$ cat config.mk
export PLATFORM = sky130hd
export DESIGN_NAME = http_response_deframer
export DESIGN_NICKNAME = d
export VERILOG_FILES = /design/src/hw/rtl/hrd_pkg.sv /design/src/hw/rtl/http_response_deframer.sv /design/src/hw/rtl/hrd_parser.sv
export SDC_FILE = /design/constraint.sdc
export NUM_CORES = 1
export LEC_CHECK = 0
export BUFFER_PORTS_ARGS = -buffer_cell sky130_fd_sc_hd__buf_4
export CORE_UTILIZATION = 30
export DETAILED_ROUTE_END_ITERATION = 10
export GPL_TIMING_DRIVEN = 0
export HOLD_SLACK_MARGIN = 0.05
export PLACE_DENSITY_LB_ADDON = 0.1
export SETUP_SLACK_MARGIN = 0.05
export SYNTH_ARGS = -nofsm -noshare
export SYNTH_HDL_FRONTEND = slang
export SYNTH_SLANG_ARGS = --single-unit
$ cat constraint.sdc
create_clock -name clock -period 7.2 [get_ports clock]
set_input_delay 0.36 -clock clock [delete_from_list [all_inputs] [get_ports clock]]
set_output_delay 0.36 -clock clock [all_outputs]
set_load 0.05 [all_outputs]
$ cat src/hw/rtl/hrd_pkg.sv
// ----------------------------------------------------------------------------
// HTTP response deframer package
// Shared types, codes and character helpers for the deframer.
// ----------------------------------------------------------------------------
package hrd_pkg;

   localparam int unsigned LINE_BYTES = 512;
   localparam int unsigned LENGTH_CAP = 67108864;
   localparam int unsigned LEN_W      = 27;
   localparam int unsigned LINE_W     = 10;

   typedef enum logic [2:0] {
      RS_MORE   = 3'd0,
      RS_DONE   = 3'd1,
      RS_PARSE  = 3'd2,
      RS_STATUS = 3'd3,
      RS_TOOBIG = 3'd4
   } result_type;

   typedef enum logic [3:0] {
      PH_STATUS     = 4'd0,
      PH_HEADERS    = 4'd1,
      PH_BODY_LEN   = 4'd2,
      PH_CHUNK_SIZE = 4'd3,
      PH_CHUNK_DATA = 4'd4,
      PH_CHUNK_CRLF = 4'd5,
      PH_BODY_EOF   = 4'd6,
      PH_COMPLETE   = 4'd7,
      PH_ERROR      = 4'd8
   } phase_type;

   typedef enum logic [1:0] {
      FR_UNKNOWN = 2'd0,
      FR_LENGTH  = 2'd1,
      FR_CHUNKED = 2'd2,
      FR_EOF     = 2'd3
   } framing_type;

   typedef enum logic [2:0] {
      LK_NONE  = 3'd0,
      LK_OTHER = 3'd1,
      LK_CLEN  = 3'd2,
      LK_TENC  = 3'd3,
      LK_BAD   = 3'd4
   } line_kind_type;

   typedef enum logic [1:0] {
      VP_PREFIX = 2'd0,
      VP_WS     = 2'd1,
      VP_VALUE  = 2'd2,
      VP_DONE   = 2'd3
   } value_phase_type;

   localparam int unsigned CSR_BODY_LIMIT   = 0;
   localparam int unsigned CSR_HEADER_LIMIT = 1;

   // Result of one parsed transaction, carried to the output stage.
   typedef struct packed {
      result_type  status;
      logic        body_valid;
      logic [7:0]  body_byte;
      logic [9:0]  code;
      logic        redirect;
      framing_type framing;
   } result_pkt_type;

   function automatic logic [7:0] to_lower(input logic [7:0] c);
      to_lower = (c >= 8'h41 && c <= 8'h5A) ? c + 8'd32 : c;
   endfunction

   function automatic logic is_digit(input logic [7:0] c);
      is_digit = (c >= 8'h30 && c <= 8'h39);
   endfunction

   function automatic logic is_blank(input logic [7:0] c);
      is_blank = (c == 8'h20 || c == 8'h09);
   endfunction

   // Hex digit value; bit 4 set when the byte is not a hex digit.
   function automatic logic [4:0] hex_value(input logic [7:0] c);
      logic [7:0] t;
      t = 8'd0;
      if (c >= 8'h30 && c <= 8'h39) begin
         t = c - 8'h30;
         hex_value = {1'b0, t[3:0]};
      end else if (c >= 8'h61 && c <= 8'h66) begin
         t = c - 8'h57;
         hex_value = {1'b0, t[3:0]};
      end else if (c >= 8'h41 && c <= 8'h46) begin
         t = c - 8'h37;
         hex_value = {1'b0, t[3:0]};
      end else begin
         hex_value = 5'h10;
      end
   endfunction

   // Lower-case header names, indexed by position in the line.
   function automatic logic [7:0] clen_char(input logic [LINE_W-1:0] pos);
      case (pos)
         10'd0:  clen_char = "c";
         10'd1:  clen_char = "o";
         10'd2:  clen_char = "n";
         10'd3:  clen_char = "t";
         10'd4:  clen_char = "e";
         10'd5:  clen_char = "n";
         10'd6:  clen_char = "t";
         10'd7:  clen_char = "-";
         10'd8:  clen_char = "l";
         10'd9:  clen_char = "e";
         10'd10: clen_char = "n";
         10'd11: clen_char = "g";
         10'd12: clen_char = "t";
         10'd13: clen_char = "h";
         10'd14: clen_char = ":";
         default: clen_char = 8'h00;
      endcase
   endfunction

   function automatic logic [7:0] tenc_char(input logic [LINE_W-1:0] pos);
      case (pos)
         10'd0:  tenc_char = "t";
         10'd1:  tenc_char = "r";
         10'd2:  tenc_char = "a";
         10'd3:  tenc_char = "n";
         10'd4:  tenc_char = "s";
         10'd5:  tenc_char = "f";
         10'd6:  tenc_char = "e";
         10'd7:  tenc_char = "r";
         10'd8:  tenc_char = "-";
         10'd9:  tenc_char = "e";
         10'd10: tenc_char = "n";
         10'd11: tenc_char = "c";
         10'd12: tenc_char = "o";
         10'd13: tenc_char = "d";
         10'd14: tenc_char = "i";
         10'd15: tenc_char = "n";
         10'd16: tenc_char = "g";
         10'd17: tenc_char = ":";
         default: tenc_char = 8'h00;
      endcase
   endfunction

   function automatic logic [7:0] http_char(input logic [LINE_W-1:0] pos);
      case (pos)
         10'd0: http_char = "h";
         10'd1: http_char = "t";
         10'd2: http_char = "t";
         10'd3: http_char = "p";
         10'd4: http_char = "/";
         default: http_char = 8'h00;
      endcase
   endfunction

   function automatic logic [7:0] chunked_char(input logic [2:0] pos);
      case (pos)
         3'd0: chunked_char = "c";
         3'd1: chunked_char = "h";
         3'd2: chunked_char = "u";
         3'd3: chunked_char = "n";
         3'd4: chunked_char = "k";
         3'd5: chunked_char = "e";
         3'd6: chunked_char = "d";
         default: chunked_char = 8'h00;
      endcase
   endfunction

   function automatic logic is_redirect_code(input logic [9:0] v);
      is_redirect_code = (v == 10'd301 || v == 10'd302 || v == 10'd303 ||
                          v == 10'd307 || v == 10'd308);
   endfunction

endpackage

$ cat src/hw/rtl/http_response_deframer.sv
// ----------------------------------------------------------------------------
// HTTP response deframer
// Byte-serial HTTP/1.1 response parser with streaming body output.
// ----------------------------------------------------------------------------
// Usage: the req channel carries one response byte (req_func 0) or an
// end-of-stream marker (req_func 1) per transaction. Each accepted transaction
// yields exactly one rsp transaction with the running result status, the body
// byte when the byte belongs to the body, the status code, the redirect flag
// and the framing kind.
// The input is registered at acceptance and parsed into the output register
// whenever that register is free.
// Throughput: one transaction per cycle unless the receiver stalls; the parse
// logic between the input and result registers carries all per-byte state
// updates. A stalled receiver holds the output register; the input register
// then takes one more transaction and req_ready stays low until the output
// drains. Reset clears all parse state, restores the default limits and
// empties both registers. The user must write limits through the csr port
// only while the block is idle; the block itself does not enforce this.
// ----------------------------------------------------------------------------
module http_response_deframer (
   input  logic        clock,
   input  logic        reset,
   input  logic        req_valid,
   output logic        req_ready,
   input  logic        req_func,
   input  logic [7:0]  req_data_byte,
   output logic        rsp_valid,
   input  logic        rsp_ready,
   output logic [2:0]  rsp_result_status,
   output logic        rsp_body_valid,
   output logic [7:0]  rsp_body_byte,
   output logic [9:0]  rsp_response_code,
   output logic        rsp_is_redirect,
   output logic [1:0]  rsp_framing_kind,
   input  logic        csr_write,
   input  logic [0:0]  csr_index,
   input  logic [26:0] csr_data
);

   logic                      in_valid_ff;
   logic                      in_func_ff;
   logic [7:0]                in_byte_ff;
   logic                      out_valid_ff;
   hrd_pkg::result_pkt_type   out_ff;
   hrd_pkg::result_pkt_type   result;
   logic [hrd_pkg::LEN_W-1:0] body_limit_ff;
   logic [15:0]               header_limit_ff;
   logic                      step;
   logic                      out_free;

   // The result register is free when empty or drained this cycle.
   assign out_free  = !out_valid_ff || rsp_ready;
   assign step      = in_valid_ff && out_free;
   assign req_ready = !in_valid_ff || out_free;

   // Configuration registers.
   always_ff @(posedge clock) begin
      if (reset) begin
         body_limit_ff   <= 27'(hrd_pkg::LENGTH_CAP);
         header_limit_ff <= 16'd8192;
      end else if (csr_write) begin
         if (csr_index == 1'(hrd_pkg::CSR_BODY_LIMIT))
            body_limit_ff <= csr_data;
         else
            header_limit_ff <= csr_data[15:0];
      end
   end

   // Input register.
   always_ff @(posedge clock) begin
      if (reset) begin
         in_valid_ff <= 1'b0;
      end else if (req_ready) begin
         in_valid_ff <= req_valid;
      end
   end

   always_ff @(posedge clock) begin
      if (req_ready && req_valid) begin
         in_func_ff <= req_func;
         in_byte_ff <= req_data_byte;
      end
   end

   hrd_parser u_parser (
      .clock        (clock),
      .reset        (reset),
      .step         (step),
      .func         (in_func_ff),
      .data_byte    (in_byte_ff),
      .body_limit   (body_limit_ff),
      .header_limit (header_limit_ff),
      .result       (result)
   );

   // Result register.
   always_ff @(posedge clock) begin
      if (reset) begin
         out_valid_ff <= 1'b0;
      end else if (out_free) begin
         out_valid_ff <= in_valid_ff;
      end
   end

   always_ff @(posedge clock) begin
      if (step) out_ff <= result;
   end

   assign rsp_valid         = out_valid_ff;
   assign rsp_result_status = out_ff.status;
   assign rsp_body_valid    = out_ff.body_valid;
   assign rsp_body_byte     = out_ff.body_byte;
   assign rsp_response_code = out_ff.code;
   assign rsp_is_redirect   = out_ff.redirect;
   assign rsp_framing_kind  = out_ff.framing;

`ifndef SYNTHESIS
   // A stalled result stays put.
   assert property (@(posedge clock) disable iff (reset)
      rsp_valid && !rsp_ready |=> rsp_valid && $stable(out_ff))
      else $error("result changed while stalled");

   // A body byte never carries an error status.
   assert property (@(posedge clock) disable iff (reset)
      rsp_valid && rsp_body_valid |-> rsp_result_status != hrd_pkg::RS_PARSE &&
      rsp_result_status != hrd_pkg::RS_TOOBIG && rsp_result_status != hrd_pkg::RS_STATUS)
      else $error("body byte with error status");

   // A pending input is held while the parse stage cannot move.
   assert property (@(posedge clock) disable iff (reset)
      in_valid_ff && !out_free |=> in_valid_ff && $stable(in_byte_ff))
      else $error("pending input lost");
`endif

endmodule

$ cat src/hw/rtl/hrd_parser.sv
// ----------------------------------------------------------------------------
// HTTP response deframer parser core
// Holds the framing state and works one registered transaction per cycle while step is high.
// ----------------------------------------------------------------------------
module hrd_parser (
   input  logic                       clock,
   input  logic                       reset,
   input  logic                       step,
   input  logic                       func,
   input  logic [7:0]                 data_byte,
   input  logic [hrd_pkg::LEN_W-1:0]  body_limit,
   input  logic [15:0]                header_limit,
   output hrd_pkg::result_pkt_type    result
);

   hrd_pkg::phase_type       phase_ff, phase_in;
   hrd_pkg::framing_type     framing_ff, framing_in;
   hrd_pkg::line_kind_type   kind_ff, kind_in;
   hrd_pkg::value_phase_type vph_ff, vph_in;
   logic [9:0]                status_ff, status_in;
   logic [hrd_pkg::LEN_W-1:0] blen_ff, blen_in;
   logic [hrd_pkg::LEN_W-1:0] bcnt_ff, bcnt_in;
   logic [hrd_pkg::LEN_W-1:0] cleft_ff, cleft_in;
   logic [hrd_pkg::LEN_W-1:0] acc_ff, acc_in;
   logic [15:0]               hcnt_ff, hcnt_in;
   logic [hrd_pkg::LINE_W-1:0] lcnt_ff, lcnt_in;
   logic                      frozen_ff, frozen_in;

   // State registers, all cleared by reset.
   always_ff @(posedge clock) begin
      if (reset) begin
         phase_ff   <= hrd_pkg::PH_STATUS;
         framing_ff <= hrd_pkg::FR_UNKNOWN;
         kind_ff    <= hrd_pkg::LK_NONE;
         vph_ff     <= hrd_pkg::VP_PREFIX;
         status_ff  <= '0;
         blen_ff    <= '0;
         bcnt_ff    <= '0;
         cleft_ff   <= '0;
         acc_ff     <= '0;
         hcnt_ff    <= '0;
         lcnt_ff    <= '0;
         frozen_ff  <= 1'b0;
      end else if (step) begin
         phase_ff   <= phase_in;
         framing_ff <= framing_in;
         kind_ff    <= kind_in;
         vph_ff     <= vph_in;
         status_ff  <= status_in;
         blen_ff    <= blen_in;
         bcnt_ff    <= bcnt_in;
         cleft_ff   <= cleft_in;
         acc_ff     <= acc_in;
         hcnt_ff    <= hcnt_in;
         lcnt_ff    <= lcnt_in;
         frozen_ff  <= frozen_in;
      end
   end

   logic [7:0]  lc;
   logic [4:0]  hv;
   logic [31:0] dec_next, hex_next;
   logic [16:0] hcnt_inc;
   logic [hrd_pkg::LEN_W:0] bcnt_inc;
   logic        body_ok;
   logic [9:0]  dig;
   hrd_pkg::result_type res;
   logic        bvalid;

   assign lc       = hrd_pkg::to_lower(data_byte);
   assign hv       = hrd_pkg::hex_value(data_byte);
   assign dig      = {2'b0, data_byte - 8'h30};
   assign dec_next = {5'b0, acc_ff} * 32'd10 + {28'b0, dig[3:0]};
   assign hex_next = {1'b0, acc_ff, 4'b0} + {28'b0, hv[3:0]};
   assign hcnt_inc = {1'b0, hcnt_ff} + 17'd1;
   assign bcnt_inc = {1'b0, bcnt_ff} + 1'b1;
   assign body_ok  = bcnt_inc <= {1'b0, body_limit};

   // Next state and result for one transaction.
   always_comb begin
      phase_in   = phase_ff;
      framing_in = framing_ff;
      kind_in    = kind_ff;
      vph_in     = vph_ff;
      status_in  = status_ff;
      blen_in    = blen_ff;
      bcnt_in    = bcnt_ff;
      cleft_in   = cleft_ff;
      acc_in     = acc_ff;
      hcnt_in    = hcnt_ff;
      lcnt_in    = lcnt_ff;
      frozen_in  = frozen_ff;
      res        = hrd_pkg::RS_MORE;
      bvalid     = 1'b0;

      if (func) begin
         if (phase_ff == hrd_pkg::PH_COMPLETE) begin
            res = hrd_pkg::RS_DONE;
         end else if (phase_ff == hrd_pkg::PH_BODY_EOF) begin
            phase_in = hrd_pkg::PH_COMPLETE;
            res      = hrd_pkg::RS_DONE;
         end else begin
            res = hrd_pkg::RS_PARSE;
         end
      end else begin
         case (phase_ff)
            hrd_pkg::PH_STATUS, hrd_pkg::PH_HEADERS: begin
               if (hcnt_inc > {1'b0, header_limit}) begin
                  res = hrd_pkg::RS_TOOBIG;
               end else begin
                  hcnt_in = hcnt_inc[15:0];
                  if (data_byte == 8'h0D) begin
                     res = hrd_pkg::RS_MORE;
                  end else if (data_byte == 8'h0A) begin
                     // End of a head line.
                     if (phase_ff == hrd_pkg::PH_STATUS) begin
                        if (kind_ff == hrd_pkg::LK_BAD || vph_ff == hrd_pkg::VP_PREFIX ||
                            vph_ff == hrd_pkg::VP_WS || acc_ff < 27'd100 ||
                            acc_ff > 27'd599) begin
                           res = hrd_pkg::RS_PARSE;
                        end else begin
                           status_in = acc_ff[9:0];
                           phase_in  = hrd_pkg::PH_HEADERS;
                        end
                     end else if (lcnt_ff == '0) begin
                        if (hrd_pkg::is_redirect_code(status_ff)) begin
                           phase_in = hrd_pkg::PH_COMPLETE;
                           res      = hrd_pkg::RS_DONE;
                        end else if (status_ff < 10'd200 || status_ff >= 10'd300) begin
                           res = hrd_pkg::RS_STATUS;
                        end else if (framing_ff == hrd_pkg::FR_CHUNKED) begin
                           phase_in = hrd_pkg::PH_CHUNK_SIZE;
                        end else if (framing_ff == hrd_pkg::FR_LENGTH) begin
                           if (blen_ff == '0) begin
                              phase_in = hrd_pkg::PH_COMPLETE;
                              res      = hrd_pkg::RS_DONE;
                           end else begin
                              phase_in = hrd_pkg::PH_BODY_LEN;
                           end
                        end else begin
                           framing_in = hrd_pkg::FR_EOF;
                           phase_in   = hrd_pkg::PH_BODY_EOF;
                        end
                     end else if (kind_ff == hrd_pkg::LK_BAD) begin
                        res = hrd_pkg::RS_PARSE;
                     end else if (kind_ff == hrd_pkg::LK_CLEN &&
                                  vph_ff != hrd_pkg::VP_PREFIX) begin
                        if (vph_ff == hrd_pkg::VP_WS) begin
                           res = hrd_pkg::RS_PARSE;
                        end else if (framing_ff != hrd_pkg::FR_CHUNKED) begin
                           framing_in = hrd_pkg::FR_LENGTH;
                           blen_in    = acc_ff;
                        end
                     end else if (kind_ff == hrd_pkg::LK_TENC &&
                                  vph_ff == hrd_pkg::VP_DONE && acc_ff == 27'd7) begin
                        framing_in = hrd_pkg::FR_CHUNKED;
                        blen_in    = '0;
                     end
                     lcnt_in   = '0;
                     kind_in   = hrd_pkg::LK_NONE;
                     acc_in    = '0;
                     vph_in    = hrd_pkg::VP_PREFIX;
                     frozen_in = 1'b0;
                  end else if ({1'b0, lcnt_ff} + 11'd1 >= 11'(hrd_pkg::LINE_BYTES)) begin
                     res = hrd_pkg::RS_TOOBIG;
                  end else begin
                     lcnt_in = lcnt_ff + 1'b1;
                     if (data_byte == 8'h00) frozen_in = 1'b1;
                     if (!(frozen_ff || data_byte == 8'h00)) begin
                        if (phase_ff == hrd_pkg::PH_STATUS) begin
                           // Status line: protocol name, then the code.
                           if (kind_ff != hrd_pkg::LK_BAD) begin
                              if (lcnt_ff < 10'd5) begin
                                 if (lc != hrd_pkg::http_char(lcnt_ff))
                                    kind_in = hrd_pkg::LK_BAD;
                              end else if (vph_ff == hrd_pkg::VP_PREFIX) begin
                                 if (data_byte == 8'h20) vph_in = hrd_pkg::VP_WS;
                              end else if (vph_ff == hrd_pkg::VP_WS) begin
                                 if (!hrd_pkg::is_blank(data_byte)) begin
                                    if (hrd_pkg::is_digit(data_byte)) begin
                                       acc_in = {23'b0, dig[3:0]};
                                       vph_in = hrd_pkg::VP_VALUE;
                                    end else begin
                                       kind_in = hrd_pkg::LK_BAD;
                                       vph_in  = hrd_pkg::VP_DONE;
                                    end
                                 end
                              end else if (vph_ff == hrd_pkg::VP_VALUE) begin
                                 if (hrd_pkg::is_digit(data_byte)) begin
                                    if (dec_next > 32'(hrd_pkg::LENGTH_CAP)) begin
                                       kind_in = hrd_pkg::LK_BAD;
                                       vph_in  = hrd_pkg::VP_DONE;
                                    end else begin
                                       acc_in = dec_next[hrd_pkg::LEN_W-1:0];
                                    end
                                 end else begin
                                    vph_in = hrd_pkg::VP_DONE;
                                 end
                              end
                           end
                        end else if (kind_ff == hrd_pkg::LK_NONE) begin
                           kind_in = (lc == 8'h63) ? hrd_pkg::LK_CLEN :
                                     (lc == 8'h74) ? hrd_pkg::LK_TENC : hrd_pkg::LK_OTHER;
                        end else if (kind_ff == hrd_pkg::LK_CLEN ||
                                     kind_ff == hrd_pkg::LK_TENC) begin
                           if (vph_ff == hrd_pkg::VP_PREFIX) begin
                              // Match the header name as it arrives.
                              if (kind_ff == hrd_pkg::LK_CLEN) begin
                                 if (lcnt_ff >= 10'd15 || lc != hrd_pkg::clen_char(lcnt_ff))
                                    kind_in = hrd_pkg::LK_OTHER;
                                 else if (lcnt_ff == 10'd14)
                                    vph_in = hrd_pkg::VP_WS;
                              end else begin
                                 if (lcnt_ff >= 10'd18 || lc != hrd_pkg::tenc_char(lcnt_ff))
                                    kind_in = hrd_pkg::LK_OTHER;
                                 else if (lcnt_ff == 10'd17)
                                    vph_in = hrd_pkg::VP_WS;
                              end
                           end else if (kind_ff == hrd_pkg::LK_CLEN) begin
                              if (vph_ff == hrd_pkg::VP_WS) begin
                                 if (!hrd_pkg::is_blank(data_byte)) begin
                                    if (hrd_pkg::is_digit(data_byte)) begin
                                       acc_in = {23'b0, dig[3:0]};
                                       vph_in = hrd_pkg::VP_VALUE;
                                    end else begin
                                       kind_in = hrd_pkg::LK_BAD;
                                       vph_in  = hrd_pkg::VP_DONE;
                                    end
                                 end
                              end else if (vph_ff == hrd_pkg::VP_VALUE) begin
                                 if (hrd_pkg::is_digit(data_byte)) begin
                                    if (dec_next > 32'(hrd_pkg::LENGTH_CAP)) begin
                                       kind_in = hrd_pkg::LK_BAD;
                                       vph_in  = hrd_pkg::VP_DONE;
                                    end else begin
                                       acc_in = dec_next[hrd_pkg::LEN_W-1:0];
                                    end
                                 end else begin
                                    vph_in = hrd_pkg::VP_DONE;
                                 end
                              end
                           end else begin
                              // Transfer-encoding value must start with chunked.
                              if (vph_ff == hrd_pkg::VP_WS) begin
                                 if (!hrd_pkg::is_blank(lc)) begin
                                    if (lc == 8'h63) begin
                                       acc_in = 27'd1;
                                       vph_in = hrd_pkg::VP_VALUE;
                                    end else begin
                                       acc_in = '0;
                                       vph_in = hrd_pkg::VP_DONE;
                                    end
                                 end
                              end else if (vph_ff == hrd_pkg::VP_VALUE) begin
                                 if (lc == hrd_pkg::chunked_char(acc_ff[2:0])) begin
                                    if (acc_ff + 27'd1 >= 27'd7) begin
                                       acc_in = 27'd7;
                                       vph_in = hrd_pkg::VP_DONE;
                                    end else begin
                                       acc_in = acc_ff + 27'd1;
                                    end
                                 end else begin
                                    acc_in = '0;
                                    vph_in = hrd_pkg::VP_DONE;
                                 end
                              end
                           end
                        end
                     end
                  end
               end
            end
            hrd_pkg::PH_BODY_LEN: begin
               if (!body_ok) begin
                  res = hrd_pkg::RS_TOOBIG;
               end else begin
                  bcnt_in = bcnt_inc[hrd_pkg::LEN_W-1:0];
                  bvalid  = 1'b1;
                  if (bcnt_inc >= {1'b0, blen_ff}) begin
                     phase_in = hrd_pkg::PH_COMPLETE;
                     res      = hrd_pkg::RS_DONE;
                  end
               end
            end
            hrd_pkg::PH_CHUNK_SIZE: begin
               if (data_byte == 8'h0D) begin
                  res = hrd_pkg::RS_MORE;
               end else if (data_byte == 8'h0A) begin
                  lcnt_in   = '0;
                  kind_in   = hrd_pkg::LK_NONE;
                  acc_in    = '0;
                  vph_in    = hrd_pkg::VP_PREFIX;
                  frozen_in = 1'b0;
                  if (kind_ff == hrd_pkg::LK_BAD || vph_ff == hrd_pkg::VP_PREFIX) begin
                     res = hrd_pkg::RS_PARSE;
                  end else if (acc_ff == '0) begin
                     phase_in = hrd_pkg::PH_COMPLETE;
                     res      = hrd_pkg::RS_DONE;
                  end else begin
                     cleft_in = acc_ff;
                     phase_in = hrd_pkg::PH_CHUNK_DATA;
                  end
               end else if ({1'b0, lcnt_ff} + 11'd1 >= 11'(hrd_pkg::LINE_BYTES)) begin
                  res = hrd_pkg::RS_TOOBIG;
               end else begin
                  lcnt_in = lcnt_ff + 1'b1;
                  if (data_byte == 8'h00) frozen_in = 1'b1;
                  if (!(frozen_ff || data_byte == 8'h00) && kind_ff != hrd_pkg::LK_BAD) begin
                     if (vph_ff == hrd_pkg::VP_PREFIX) begin
                        if (!hv[4]) begin
                           acc_in = {23'b0, hv[3:0]};
                           vph_in = hrd_pkg::VP_VALUE;
                        end else begin
                           kind_in = hrd_pkg::LK_BAD;
                        end
                     end else if (vph_ff == hrd_pkg::VP_VALUE) begin
                        if (!hv[4]) begin
                           if (hex_next > 32'(hrd_pkg::LENGTH_CAP)) begin
                              kind_in = hrd_pkg::LK_BAD;
                              vph_in  = hrd_pkg::VP_DONE;
                           end else begin
                              acc_in = hex_next[hrd_pkg::LEN_W-1:0];
                           end
                        end else begin
                           vph_in = hrd_pkg::VP_DONE;
                        end
                     end
                  end
               end
            end
            hrd_pkg::PH_CHUNK_DATA: begin
               if (!body_ok) begin
                  res = hrd_pkg::RS_TOOBIG;
               end else begin
                  bcnt_in = bcnt_inc[hrd_pkg::LEN_W-1:0];
                  bvalid  = 1'b1;
                  if (cleft_ff <= 27'd1) begin
                     cleft_in = '0;
                     phase_in = hrd_pkg::PH_CHUNK_CRLF;
                  end else begin
                     cleft_in = cleft_ff - 27'd1;
                  end
               end
            end
            hrd_pkg::PH_CHUNK_CRLF: begin
               if (data_byte == 8'h0A) phase_in = hrd_pkg::PH_CHUNK_SIZE;
            end
            hrd_pkg::PH_BODY_EOF: begin
               if (!body_ok) begin
                  res = hrd_pkg::RS_TOOBIG;
               end else begin
                  bcnt_in = bcnt_inc[hrd_pkg::LEN_W-1:0];
                  bvalid  = 1'b1;
               end
            end
            hrd_pkg::PH_COMPLETE: begin
               res = hrd_pkg::RS_DONE;
            end
            default: begin
               res = hrd_pkg::RS_PARSE;
            end
         endcase
      end

      if (res == hrd_pkg::RS_PARSE || res == hrd_pkg::RS_STATUS ||
          res == hrd_pkg::RS_TOOBIG)
         phase_in = hrd_pkg::PH_ERROR;

      result.status     = res;
      result.body_valid = bvalid;
      result.body_byte  = bvalid ? data_byte : 8'h00;
      result.code       = status_in;
      result.redirect   = hrd_pkg::is_redirect_code(status_in);
      result.framing    = framing_in;
   end

endmodule

Word-level counts from Yosys, hierarchy flattened
Memories as Yosys holds them, arrays and structs flattened. A register that Yosys moved wholly into a read port is not among the register bits.
Cells that the tools add are included.
{ "word_totals": {"regBits": 235, "rom_bits": 336, "in_bits": 42, "wordCells": 517, "n_memories": 2} }
{ "memory_table": {"columns": ["name", "words", "word_bits", "rd", "rd_clocked_by_memory_dff", "wr", "line", "rtl"], "rows": [
  ["(no name shown)", 32, 7, 1, 1, 0, "hrd_pkg.sv:120", "case (pos)"],
  ["(no name shown)", 16, 7, 1, 1, 0, "hrd_pkg.sv:99", "case (pos)"]
]} }
{ "classes": {"addsub": 12, "mul": 1, "n_lt_le_gt_ge": 22, "n_eq_ne": 113, "mux": 270, "bitwise": 7, "reduce_logical": 66} }
{ "op_table": {"columns": ["op", "count"], "rows": [
  ["two-way mux 27 bit", 43],
  ["two-way mux 8 bit", 51],
  ["two-way mux 3 bit", 54],
  ["two-way mux 2 bit", 59],
  ["two-way mux 10 bit", 11],
  ["case mux 27 bit (2 select lines)", 2],
  ["equality test 10 x 9 -> 1 bit (second input constant)", 10],
  ["two-way mux 4 bit", 23],
  ["adder 31 x 4 -> 32 bit", 2],
  ["greater-than comparator 32 x 27 -> 1 bit (second input constant)", 2],
  ["zero test 27 bit", 2],
  ["case mux 7 bit (7 select lines)", 1],
  ["equality test 8 x 4 -> 1 bit (second input constant)", 4],
  ["!= test 4 x 2 -> 1 bit (second input constant)", 8],
  ["!= test 4 bit (second input constant)", 8],
  ["multiplier 27 x 3 -> 30 bit (second input constant)", 1],
  ["adder 27 x 1 -> 28 bit (second input constant)", 1],
  ["greater-or-equal comparator 28 x 27 -> 1 bit", 1],
  ["less-or-equal comparator 28 x 27 -> 1 bit", 1],
  ["case mux 7 bit (4 select lines)", 1],
  ["adder 27 x 1 -> 27 bit (second input constant)", 1],
  ["equality test 27 x 3 -> 1 bit (second input constant)", 1],
  ["greater-or-equal comparator 27 x 3 -> 1 bit (second input constant)", 1],
  ["greater-than comparator 27 x 10 -> 1 bit (second input constant)", 1],
  ["85 further kinds", 202]
]} }

Logic depth before layout (Yosys ltp)
Gate-level depths: netlist (run 1).
{ "depth": {"depth_word": 31, "mapped_depth": 25} }

By module
Synthesis (run 1) repeated with hierarchy kept, for this count alone.
{ "unflattened": {"hier_cells": 2479, "area_unflattened_um2": 19262.2} }
{ "by_module_without_submodules": {"columns": ["mod", "instances", "cells_each", "area_per_inst_um2", "seq_area_each_um2"], "rows": [
  ["hrd_parser", 1, 2263, 16335.7, 3403.3],
  ["http_response_deframer", 1, 216, 2926.6, 1921.8]
]} }

Least setup slack after synthesis (run 1)
Ideal clock, no wire load.
{ "synth_path": {"path_kind": "flip-flop to flip-flop", "from": "register u_parser.bcnt_ff[0] in the netlist's numbering", "to": "register u_parser.bcnt_ff[17] in the netlist's numbering", "setup_time_ns": 0.128, "arrival_ns": 5.291, "required_time_ns": 7.072, "slack_ns": 1.782, "path_stages_with_launch": 26, "period_less_slack_ns": 5.418, "cell_sequence": "dfxtp_1 > ha_1 > and3_1 > nand3_1 > nor4_1 > and3_1 > nand3_1 > nor2_1 > and3_1 > and3_1 > nand3_1 > or2_2 > xnor2_1 > ha_1 > nand4_1 > nor2_1 > and4_1 > nor2_1 > nor2_1 > o21a_1 > nand2_1 > nor3_1 > clkbuf_1 > nand2_1 > xor2_1 > nor2_1"} }
{ "synth_via": {"elab_chain_cells": 3} }
{ "synth_lines": {"columns": ["element", "line", "rtl"], "rows": [
  ["start: declaration", "hrd_parser.sv:22", "logic [hrd_pkg::LEN_W-1:0] bcnt_ff, bcnt_in;"],
  ["start signal: assignment", "hrd_parser.sv:51", "bcnt_ff <= bcnt_in;"],
  ["adder 27 x 1 -> 28 bit", "hrd_parser.sv:76", "assign bcnt_inc = {1'b0, bcnt_ff} + 1'b1;"],
  ["named net u_parser.bcnt_inc, one bit", "hrd_parser.sv:64", "logic [hrd_pkg::LEN_W:0] bcnt_inc;"],
  ["less-or-equal comparator 28 x 27 -> 1 bit", "hrd_parser.sv:77", "assign body_ok = bcnt_inc <= {1'b0, body_limit};"],
  ["AND reduction 4 bit (no source line)", null, null]
]} }
The timed path passes the listed nets, and every way through them passes these cells.
A chain may end at the register's enable or synchronous reset.

Worst setup path after layout (run 1)
{ "layout_path": {"from": "register u_parser.acc_ff[1] in the netlist's numbering", "to": "register u_parser.acc_ff[19] in the netlist's numbering"} }
{ "layout_via": {"elab_chain_cells": 31, "elab_cells_between_ends": 62, "cone_classes": "add/sub: 3; mul: 1; order compare: 3; eq/ne: 8; mux: 45; reduce/logical: 2"} }
{ "layout_lines": {"columns": ["element", "line", "rtl"], "rows": [
  ["start: declaration", "hrd_parser.sv:24", "logic [hrd_pkg::LEN_W-1:0] acc_ff, acc_in;"],
  ["start signal: assignment", "hrd_parser.sv:53", "acc_ff <= acc_in;"],
  ["branches (longest 31 deep; another with adder 31 x 4 -> 32 bit)", null, null]
]} }
Several ways; the timed one is not identified. The select of a mux whose other input is x is not followed.

==> impl_results.md, run 1 <==
* Status: complete, no violations
* First-pass GRT wire length at 104,000 um
* Design area at 21,600 um^2
* Hold Path Class: primary input to flop
* CTS tree: yes
* CTS HTree Levels at 2
* Asr flop ratio synth at 0%
* Most frequent cells in the layout: nand2_1, nor2_1, dfxtp_1
* Tot Pwr at 3.55 mW
* Core area at 61,600 um^2
* Tot GR Track Use at 21.0%
* Crit path max-delay family: compound AO/OA/AOI/OAI gates
* Net count after synthesis at 2,583
* Worst setup EP type: flop
* Clock buffer depth at 3
* Clock Latency Late Sink at 0.55 ns
* Dominant cell type by area after synthesis: dfxtp_1
* Finished Core Util at 35.1%
* Clk_skew at 0.0238 ns
* CP Class: flop to flop
* N_diodes at 0
* CP peak stage delay at 0.73 ns
* Critical path, cell by cell: ha_1 -> ha_1 -> fa_1 -> a211oi_2 -> o21ai_4 -> a311oi_1 -> o21bai_1 -> xor2_1 -> nand4_2 -> or4b_1 -> nor2_1 -> mux2i_1 -> nand2_1 -> o211ai_1 -> a21oi_2 -> buf_4 -> a211o_1
* Largest net degree at the start of global routing at 22
* Worst R2R Setup Slack at 0.50 ns
* Max Cap Violations at 0
* Maximum vdd drop at 0.146 mV
* Post-synth EDFFs at 34
* Final setup viols at 0
* CTS root buf: clkbuf_16
* Post-synth top flop: dfxtp_1
* Worst Hold Margin at 0.0828 ns
* Yosys reg bits at 249
* DPL Wire Length at 51,300 um
* Detailed Route WL at 67,200 um
* Vias in the first global route at 17,800
* TritonCTS sink count at 249
* Cell count after placement at 3,294
* Unrepaired setup endpoints after global routing: no
* Rel. slew slack at 13.7%
* Final Max Slew Viols at 0
* Switch share at 27.4%
* Seq/Total Area, Yosys at 28.5%
* Slew @ Worst Pin at 1.28 ns
* Starting DRT DRC Count at 1,105
* Die X at 251 um
* Sw power at 0.974 mW
* Setup tns final at 0 ns
* Cell area after synthesis at 18,700 um^2
* Tcrit/Tclk final at 93.0%
* Final Critical Period at 6.70 ns
* Internal power at 2.58 mW
* Clk network pwr share at 47.9%
* Logic gate share of total power at 10.8%
* CP arrival at 7.12 ns
* Commonest non-fill, non-tap cell in the layout: nand2_1
* Most used cell, CP: ha_1
* Synth top area share at 23.1%
* CP max-delay cell: dfxtp_1
* Leak at 8.49 nW
* Remaining antenna violation count after routing at 0
* Setup Buffers After CTS at 0
* Starting Density at 30.3%
* Gr ovfl total at 0
* IO Pins at 69
* Nets at 2,715
* CP Buf/Inv Count at 1
* Setup crit start kind: flop
* P per Cell Area at 164 nW/um^2
* Fmax at 149 MHz
* Finished Layout Cells at 3,383
* Yosys Warn Count at 0
* Share of cells above drive strength 1 at 9.03%
* Die height at 251 um
* Drc violations at 0
* CP max FO at 11
* DP Area at 20,300 um^2
* Unique masters post-synth at 104
* Initial antenna violation count at 0
* Fillers at 6,562
* Cts bufs inserted at 35
* PnR worst setup slack at 0.504 ns
* Critical Path RT at 7.62 ns
* Pre-CTS setup slack at -0.0231 ns
* Site row count at 91
* Pre-Repair DR Iteration Count at 5
* Average size of a mapped cell at 7.82 um^2
* Sequential cell fraction of total power at 41.3%
* Via count at 18,300
* IO Port Bufs at 67
* Area of the die at 63,200 um^2
* Synthesis-to-finish area growth at 16.0%
* Final hold violation count at 0
* Routability Congestion at 0.899
* Synth area leaders: dfxtp_1, ha_1, nand2_1
* Worst-path clk slew at 0.06 ns
* Routed length per instance at 19.9 um
* Vias per std cell at 5.42
* Cells after synthesis at 2,387
[kinds of logic after synthesis]
logic type,Yosys count,share of synthesized area [%]
simple gates,989,26.1
buf+inv,247,5.16
xor+xnor,160,7.67
flops,249,28.5
fa+ha+maj,154,10.4
mux,16,0.899
compound gates,572,21.2
[timing repair]
item,CTS,global route
setup endpoints to repair,9,11
gates resized for setup,1,4
hold buffers,25,0
hold endpoints to repair,27,0
[state kept, by name, indices dropped and copies added, names as in the netlist, 2 cells and up, named ones only]
name and count:
body_limit_ff 27, u_parser.acc_ff 27, u_parser.bcnt_ff 27, u_parser.blen_ff 27, u_parser.cleft_ff 27, header_limit_ff 16
u_parser.hcnt_ff 16, rsp_response_code 10, u_parser.lcnt_ff 10, u_parser.status_ff 10, in_byte_ff 8, rsp_body_byte 8
u_parser.phase_ff 4, rsp_result_status 3, u_parser.kind_ff 3, rsp_framing_kind 2, u_parser.framing_ff 2, u_parser.vph_ff 2
[synth_stat cells, drive strengths merged, types with 13 or more instances]
| cell | n |
|---|---|
| a211oi | 43 |
| a21o | 39 |
| a21oi | 171 |
| a22oi | 36 |
| a31oi | 28 |
| and2 | 19 |
| and3 | 41 |
| and4 | 17 |
| buf | 21 |
| clkbuf | 110 |
| dfxtp | 215 |
| edfxtp | 34 |
| ha | 152 |
| inv | 112 |
| nand2 | 299 |
| nand2b | 16 |
| nand3 | 102 |
| nand4 | 51 |
| nor2 | 227 |
| nor2b | 21 |
| nor3 | 63 |
| nor4 | 48 |
| o211ai | 18 |
| o21ai | 95 |
| o31ai | 20 |
| or2 | 13 |
| or3 | 25 |
| or4 | 14 |
| xnor2 | 80 |
| xor2 | 80 |
[power by group through the flow]
stage | combinational [mW] | sequential (mW) | clock (mW)
floorplan | 0.212 | 1.51 | 0
global route | 0.418 | 1.47 | 1.79
global placement | 0.365 | 1.50 | 0
finish | 0.383 | 1.47 | 1.70
detailed placement | 0.368 | 1.50 | 0
CTS | 0.381 | 1.47 | 1.75
[worst paths after layout]
| kind | cells after the start | end | start |
|---|---|---|---|
| worst min register to register | 2 | body_limit_ff[12] | body_limit_ff[12] |
| worst min-delay path | 3 | header_limit_ff[7] | csr_data[7] |
| worst max-delay path | 17 | u_parser.acc_ff[19] | u_parser.acc_ff[1] |
| worst max register to register | 17 | u_parser.acc_ff[19] | u_parser.acc_ff[1] |
[metal layers]
layer / part of all wire, % / vias up / GRT usage, % / routed length [um]
met5: 0 / - / 0 / 0
met4: 2.4 / 0 / 6.43 / 1610
met3: 5.0 / 93 / 2.91 / 3390
met2: 45 / 511 / 33.6 / 30100
met1: 48 / 8839 / 29.0 / 32100
li1: - / 8895 / - / -
[worst register-to-register path: cells and delay by family, from the launching register on]
| kind | cells | cell delay, ns |
|---|---|---|
| AOI/OAI and AO/OA | 7 | 2.26 |
| and+or+nand+nor | 4 | 1.21 |
| adders and majority gates | 3 | 1.04 |
| DFF | 1 | 0.73 |
| muxes | 1 | 0.64 |
| xor gates and xnor gates | 1 | 0.48 |
| buffers and inverters | 1 | 0.22 |
[cell type report]
class / count / area, um^2 / share of cell area, %
sequential: 249 / 5330 / 24.6
timing repair buffer: 95 / 796 / 3.68
tap: 837 / 1050 / 4.84
inverter: 116 / 435 / 2.01
buffer: 131 / 529 / 2.45
multi-input combinational: 1891 / 12400 / 57.3
clock inverter: 16 / 116 / 0.538
clock buffer: 48 / 996 / 4.60
Note: power is estimated with default switching activity, not from simulation.
==> run 2: changes to the inputs <==
==> constraint.sdc (replaced) <==
create_clock -name clock -period 6.1 [get_ports clock]
set_input_delay 0.305 -clock clock [delete_from_list [all_inputs] [get_ports clock]]
set_output_delay 0.305 -clock clock [all_outputs]
set_load 0.05 [all_outputs]
==> impl_results.md, run 2 (synthesized netlist as in run 1, its figures left out) <==
* Status: complete, no violations
* Detailed Route WL at 67,600 um
* Via count at 18,400
* Logic gate share of total power at 11.2%
* Fmax at 175 MHz
* Design area at 22,100 um^2
* N_diodes at 0
* IO Pins at 69
* Final setup viols at 0
* Pre-Repair DR Iteration Count at 5
* Gr ovfl total at 0
* Most frequent cells in the layout: nand2_1, nor2_1, dfxtp_1
* CP arrival at 6.15 ns
* CP startpoint: u_parser.acc_ff[1]
* CTS tree: yes
* TritonCTS sink count at 249
* Nets at 2,736
* Commonest non-fill, non-tap cell in the layout: nand2_1
* Critical path, cell by cell: ha_1 -> ha_1 -> fa_1 -> a211oi_4 -> o21ai_4 -> a211oi_2 -> o2111ai_2 -> or4_4 -> or3_1 -> nor2_1 -> mux2i_4 -> nand2_1 -> o211ai_1 -> a21oi_2 -> buf_4 -> a211o_1
* Clk network pwr share at 47.7%
* Starting Density at 30.3%
* Maximum vdd drop at 0.171 mV
* Initial antenna violation count at 1
* Finished Core Util at 35.8%
* Die height at 251 um
* CTS HTree Levels at 2
* Die X at 251 um
* Critical Path RT at 6.52 ns
* Final hold violation count at 0
* Clk_skew at 0.0261 ns
* FF-to-FF Start: u_parser.acc_ff[1]
* Vias in the first global route at 17,900
* Hold Path Class: primary input to flop
* Tot GR Track Use at 21.1%
* Setup crit start kind: flop
* Worst-path clk slew at 0.06 ns
* CTS root buf: clkbuf_16
* Drc violations at 0
* Unrepaired setup endpoints after global routing: no
* M1 GR Usage at 29.1%
* Largest net degree at the start of global routing at 22
* Routing usage on met3 at 2.77%
* Most used cell, CP: ha_1
* Clock Latency Late Sink at 0.55 ns
* Remaining antenna violation count after routing at 0
* Slew @ Worst Pin at 1.31 ns
* Starting DRT DRC Count at 1,116
* Routability Congestion at 0.899
* Cts bufs inserted at 35
* P per Cell Area at 191 nW/um^2
* CP peak stage delay at 0.60 ns
* Synthesis-to-finish area growth at 18.2%
* Max Cap Violations at 0
* Sequential cell fraction of total power at 41.1%
* Worst setup EP type: flop
* Switch share at 27.5%
* CP max FO at 11
* Met2 global-route usage at 33.8%
* Sw power at 1.16 mW
* Final Critical Period at 5.73 ns
* Internal power at 3.05 mW
* Routed length per instance at 19.9 um
* Final Max Slew Viols at 0
* Clock buffer depth at 3
* GR peak layer: met2
* Tcrit/Tclk final at 93.9%
* CP max-delay cell: or4_4
* Tot Pwr at 4.21 mW
* Leak at 8.68 nW
* IO Port Bufs at 67
* Rel. slew slack at 11.8%
* Vias per std cell at 5.40
* Share of cells above drive strength 1 at 10.9%
* Worst Hold Margin at 0.169 ns
* CP Class: flop to flop
* DP Area at 20,300 um^2
* Area of the die at 63,200 um^2
* Hold Startpoint: csr_write
* Site row count at 91
* Core area at 61,600 um^2
* First-pass GRT wire length at 104,000 um
* DPL Wire Length at 51,300 um
[run 2: changes by cell type in the layout (fill, tap and decap cells not counted), moves of 5 or more]
cell,previous run,this run
dfxtp_2,0,5
buf_4,71,82
clkbuf_1,114,106
dfxtp_1,215,210
dlygate4sd3_1,25,38
[run 2: area by class of cell]
type	count	area (um^2)
Sequential cell	249	5330
Clock buffer	48	996
Timing Repair Buffer	119	1010
Fill cell	6538	39500
Multi-Input combinational cell	1891	12600
Inverter	116	435
Clock inverter	16	116
Buffer	128	527
Tap cell	837	1050
[run 2: metrics by stage]
stage	setup TNS, ns	instances	worst slack (ns)
floorplan	0	2387	0.682
finish	0	3404	0.371
global route	0	3404	0.0399
detailed placement	-31.49	3294	-1.12
global placement	-57.19	3291	-1.23
CTS	0	3395	0.0750
[run 2: worst paths after layout]
kind / end / slack [ns] / depth (start not counted)
worst max-delay path: u_parser.acc_ff[19] / 0.37 / 16
worst min-delay path: header_limit_ff[7] / 0.17 / 4
worst max register to register: u_parser.acc_ff[19] / 0.37 / 16
worst min register to register: body_limit_ff[12] / 0.45 / 2
[run 2: power groups by stage]
stage          registers, mW  clock network, mW  logic, mW
2_1_floorplan           1.78                  0      0.251
4_1_cts                 1.73               2.06      0.460
6_report                1.73               2.01      0.472
3_3_place_gp            1.77                  0      0.430
5_1_grt                 1.74               2.11      0.514
3_5_place_dp            1.77                  0      0.435
[run 2: what timing repair did]
action | 4_1_cts | 5_1_grt
buffers inserted | 1 | 10
hold endpoints to repair | 54 | 0
gates resized for setup | 24 | 36
pin swaps | 1 | 7
hold buffers | 38 | 0
cloned | 0 | 0
setup endpoints to repair | 110 | 121
[run 2: worst max-delay path: cells and delay by family, from the launching register on]
kind / cells / cell delay, ns
AOI/OAI and AO/OA: 7 / 1.87
buffers and inverters: 1 / 0.23
adders and majority gates: 3 / 1.01
muxes: 1 / 0.43
DFF: 1 / 0.53
and+or+nand+nor: 4 / 1.53
[run 2: layer usage]
| layer | wire length [um] | up-vias |
|---|---|---|
| met3 | 3410 | 94 |
| met2 | 30300 | 490 |
| met1 | 32100 | 8866 |
| met5 | 0 | - |
| met4 | 1750 | 0 |
| li1 | - | 8942 |
==> run 3: changes to the inputs <==
--- a/config.mk
+++ b/config.mk
@@ -5,6 +5,7 @@
 export SDC_FILE = /design/constraint.sdc
 export NUM_CORES = 1
 export LEC_CHECK = 0
+export ABC_AREA = 1
 export BUFFER_PORTS_ARGS = -buffer_cell sky130_fd_sc_hd__buf_4
 export CORE_UTILIZATION = 30
 export DETAILED_ROUTE_END_ITERATION = 10
==> impl_results.md, run 3 <==
* Status: complete, no violations
* Final Max Slew Viols at 0
* DPL Wire Length at 58,100 um
* Detailed Route WL at 73,500 um
* Hold Startpoint: csr_index
* Crit path max-delay family: simple AND/OR/NAND/NOR gates
* Final hold violation count at 0
* Final Critical Period at 5.41 ns
* TritonCTS sink count at 249
* Clk network pwr share at 42.5%
* Sw power at 1.39 mW
* Maximum vdd drop at 0.223 mV
* Clock buffer depth at 3
* Tot Pwr at 4.55 mW
* Routed length per instance at 18.3 um
* Area of the die at 66,800 um^2
* Post-synth top flop: dfxtp_1
* Site row count at 93
* IO Port Bufs at 68
* Critical R2R Capture: u_parser.cleft_ff[4]
* Clk_skew at 0.0105 ns
* Setup tns final at 0 ns
* Core area at 64,700 um^2
* Commonest non-fill, non-tap cell in the layout: nand2_1
* Net count after synthesis at 3,195
* Via count at 20,500
* Cts bufs inserted at 31
* Most frequent cells in the layout: nand2_1, inv_1, nor2_1
* Drc violations at 0
* Critical Path RT at 6.56 ns
* CP peak stage delay at 0.46 ns
* Initial antenna violation count at 1
* Unrepaired setup endpoints after global routing: no
* Largest net degree at the start of global routing at 31
* Tcrit/Tclk final at 88.6%
* Clock Latency Late Sink at 0.60 ns
* Die X at 259 um
* Worst R2R Setup Slack at 0.69 ns
* Routability Congestion at 0.899
* Most frequent cell after synthesis: nand2_1
* Share of cells above drive strength 1 at 7.20%
* CP max FO at 10
* CP Buf/Inv Count at 5
* P per Cell Area at 199 nW/um^2
* CTS HTree Levels at 1
* Logic gate share of total power at 18.3%
* Remaining antenna violation count after routing at 0
* Synth top area share at 21.8%
* First-pass GRT wire length at 114,000 um
* Sequential cell fraction of total power at 39.1%
* Synthesis-to-finish area growth at 15.7%
* Leading cell types by count after synthesis: nand2_1, inv_1, nor2_1
* FF-to-FF Start: u_parser.bcnt_ff[0]
* Tot GR Track Use at 21.7%
* Slew @ Worst Pin at 1.11 ns
* Worst-path clk slew at 0.06 ns
* Starting Density at 30.5%
* Nets at 3,338
* Hold Path Class: primary input to flop
* IO Pins at 69
* Worst setup EP type: flop
* Vias per std cell at 5.10
* Average size of a mapped cell at 6.58 um^2
* Unique masters post-synth at 64
* Fmax at 185 MHz
* CTS root buf: clkbuf_16
* Max Cap Violations at 0
* Rel. slew slack at 26.3%
* Vias in the first global route at 20,300
* Setup crit start kind: flop
* Asr flop ratio synth at 0%
* Internal power at 3.17 mW
* Final setup viols at 0
* Leak at 10.2 nW
* Worst Reg-to-Reg Cells at 27
* Die height at 259 um
* Pre-Repair DR Iteration Count at 7
* Hold Crit Depth at 4
* CP Class: flop to flop
* Setup Buffers After CTS at 0
* Cell area after synthesis at 19,700 um^2
* Hold path endpoint: body_limit_ff[0]
* Cells after synthesis at 2,999
* Seq/Total Area, Yosys at 27.0%
* Yosys Warn Count at 0
* Starting DRT DRC Count at 1,256
* CP arrival at 5.86 ns
* Fillers at 7,148
* Yosys reg bits at 249
* Switch share at 30.5%
* CP max-delay cell: clkbuf_1
* N_diodes at 0
* Post-synth EDFFs at 34
* Synth area leaders: dfxtp_1, nand2_1, ha_1
* Gr ovfl total at 0
* CTS tree: yes
* Dominant cell type by area after synthesis: dfxtp_1
==> run 3: cells by family (layout without fill, tap and decap cells) <==
kind of cell | Yosys count | in the layout | synth area share, %
simple gates | 1292 | 1292 | 29.2
buf+inv | 532 | 700 | 10.3
compound gates | 664 | 664 | 18.9
fa+ha+maj | 154 | 154 | 9.84
xor+xnor | 108 | 108 | 4.83
flops | 249 | 249 | 27.0
==> run 3: power groups by stage <==
stage | clock [mW] | sequential [mW] | combinational, mW
4_1_cts | 1.99 | 1.78 | 0.834
3_5_place_dp | 0 | 1.82 | 0.809
6_report | 1.94 | 1.78 | 0.835
2_1_floorplan | 0 | 1.83 | 0.530
5_1_grt | 2.05 | 1.79 | 0.932
3_3_place_gp | 0 | 1.82 | 0.806
==> run 3: per-stage QoR <==
| step | area [um^2] | util [%] | hold slack (ns) | std cells | worst slack [ns] |
|---|---|---|---|---|---|
| final | 22800 | 35.3 | 0.111 | 4022 | 0.693 |
| after global routing | 22800 | 35.3 | 0.114 | 4022 | 0.165 |
| after global placement | 21300 | 33.0 | 0.457 | 3922 | 0.434 |
| after CTS | 22800 | 35.2 | 0.0917 | 4021 | 0.433 |
| after detailed placement | 21300 | 33.0 | 0.457 | 3922 | 0.446 |
| after floorplan | 19700 | - | 0.404 | 2999 | 1.90 |
==> run 3: worst max path at each step <==
stage                             start                   end  slack (ns)  depth (start not counted)
floorplan           u_parser.hcnt_ff[0]                  flop        1.90                         26
global placement    u_parser.bcnt_ff[0]   u_parser.bcnt_ff[3]        0.43                         27
detailed placement  u_parser.bcnt_ff[0]   u_parser.bcnt_ff[3]        0.45                         27
CTS                 u_parser.bcnt_ff[0]   u_parser.bcnt_ff[3]        0.43                         27
global route        u_parser.bcnt_ff[0]  u_parser.bcnt_ff[22]        0.16                         27
finish              u_parser.bcnt_ff[0]  u_parser.cleft_ff[4]        0.69                         27
==> run 3: tightest hold or removal path, stage by stage <==
cell	delay, ns
buf_4	0.08
nor2_1	0.07
o21ai_0	0.16
nor2_1	0.05
==> run 3: layout make-up <==
type / instances / area [um^2] / share of cell area (%)
Clock inverter: 12 / 149 / 0.652
Buffer: 110 / 455 / 1.99
Inverter: 422 / 1580 / 6.94
Multi-Input combinational cell: 2218 / 12400 / 54.2
Timing Repair Buffer: 110 / 948 / 4.15
Tap cell: 855 / 1070 / 4.69
Sequential cell: 249 / 5330 / 23.3
Clock buffer: 46 / 913 / 4.00
==> run 3: repair_timing <==
action                                  CTS  global route
hold buffers                             41             0
endpoints found under the hold margin    54             0
endpoints found under the setup margin    0            28
resized for setup                         0             4
==> run 3: layer usage <==
metal  global-route usage, %  share of wire [%]
met1                    28.1                 46
met2                    38.1                 48
met4                    6.38                2.6
met5                       0                  0
met3                    1.85                3.5
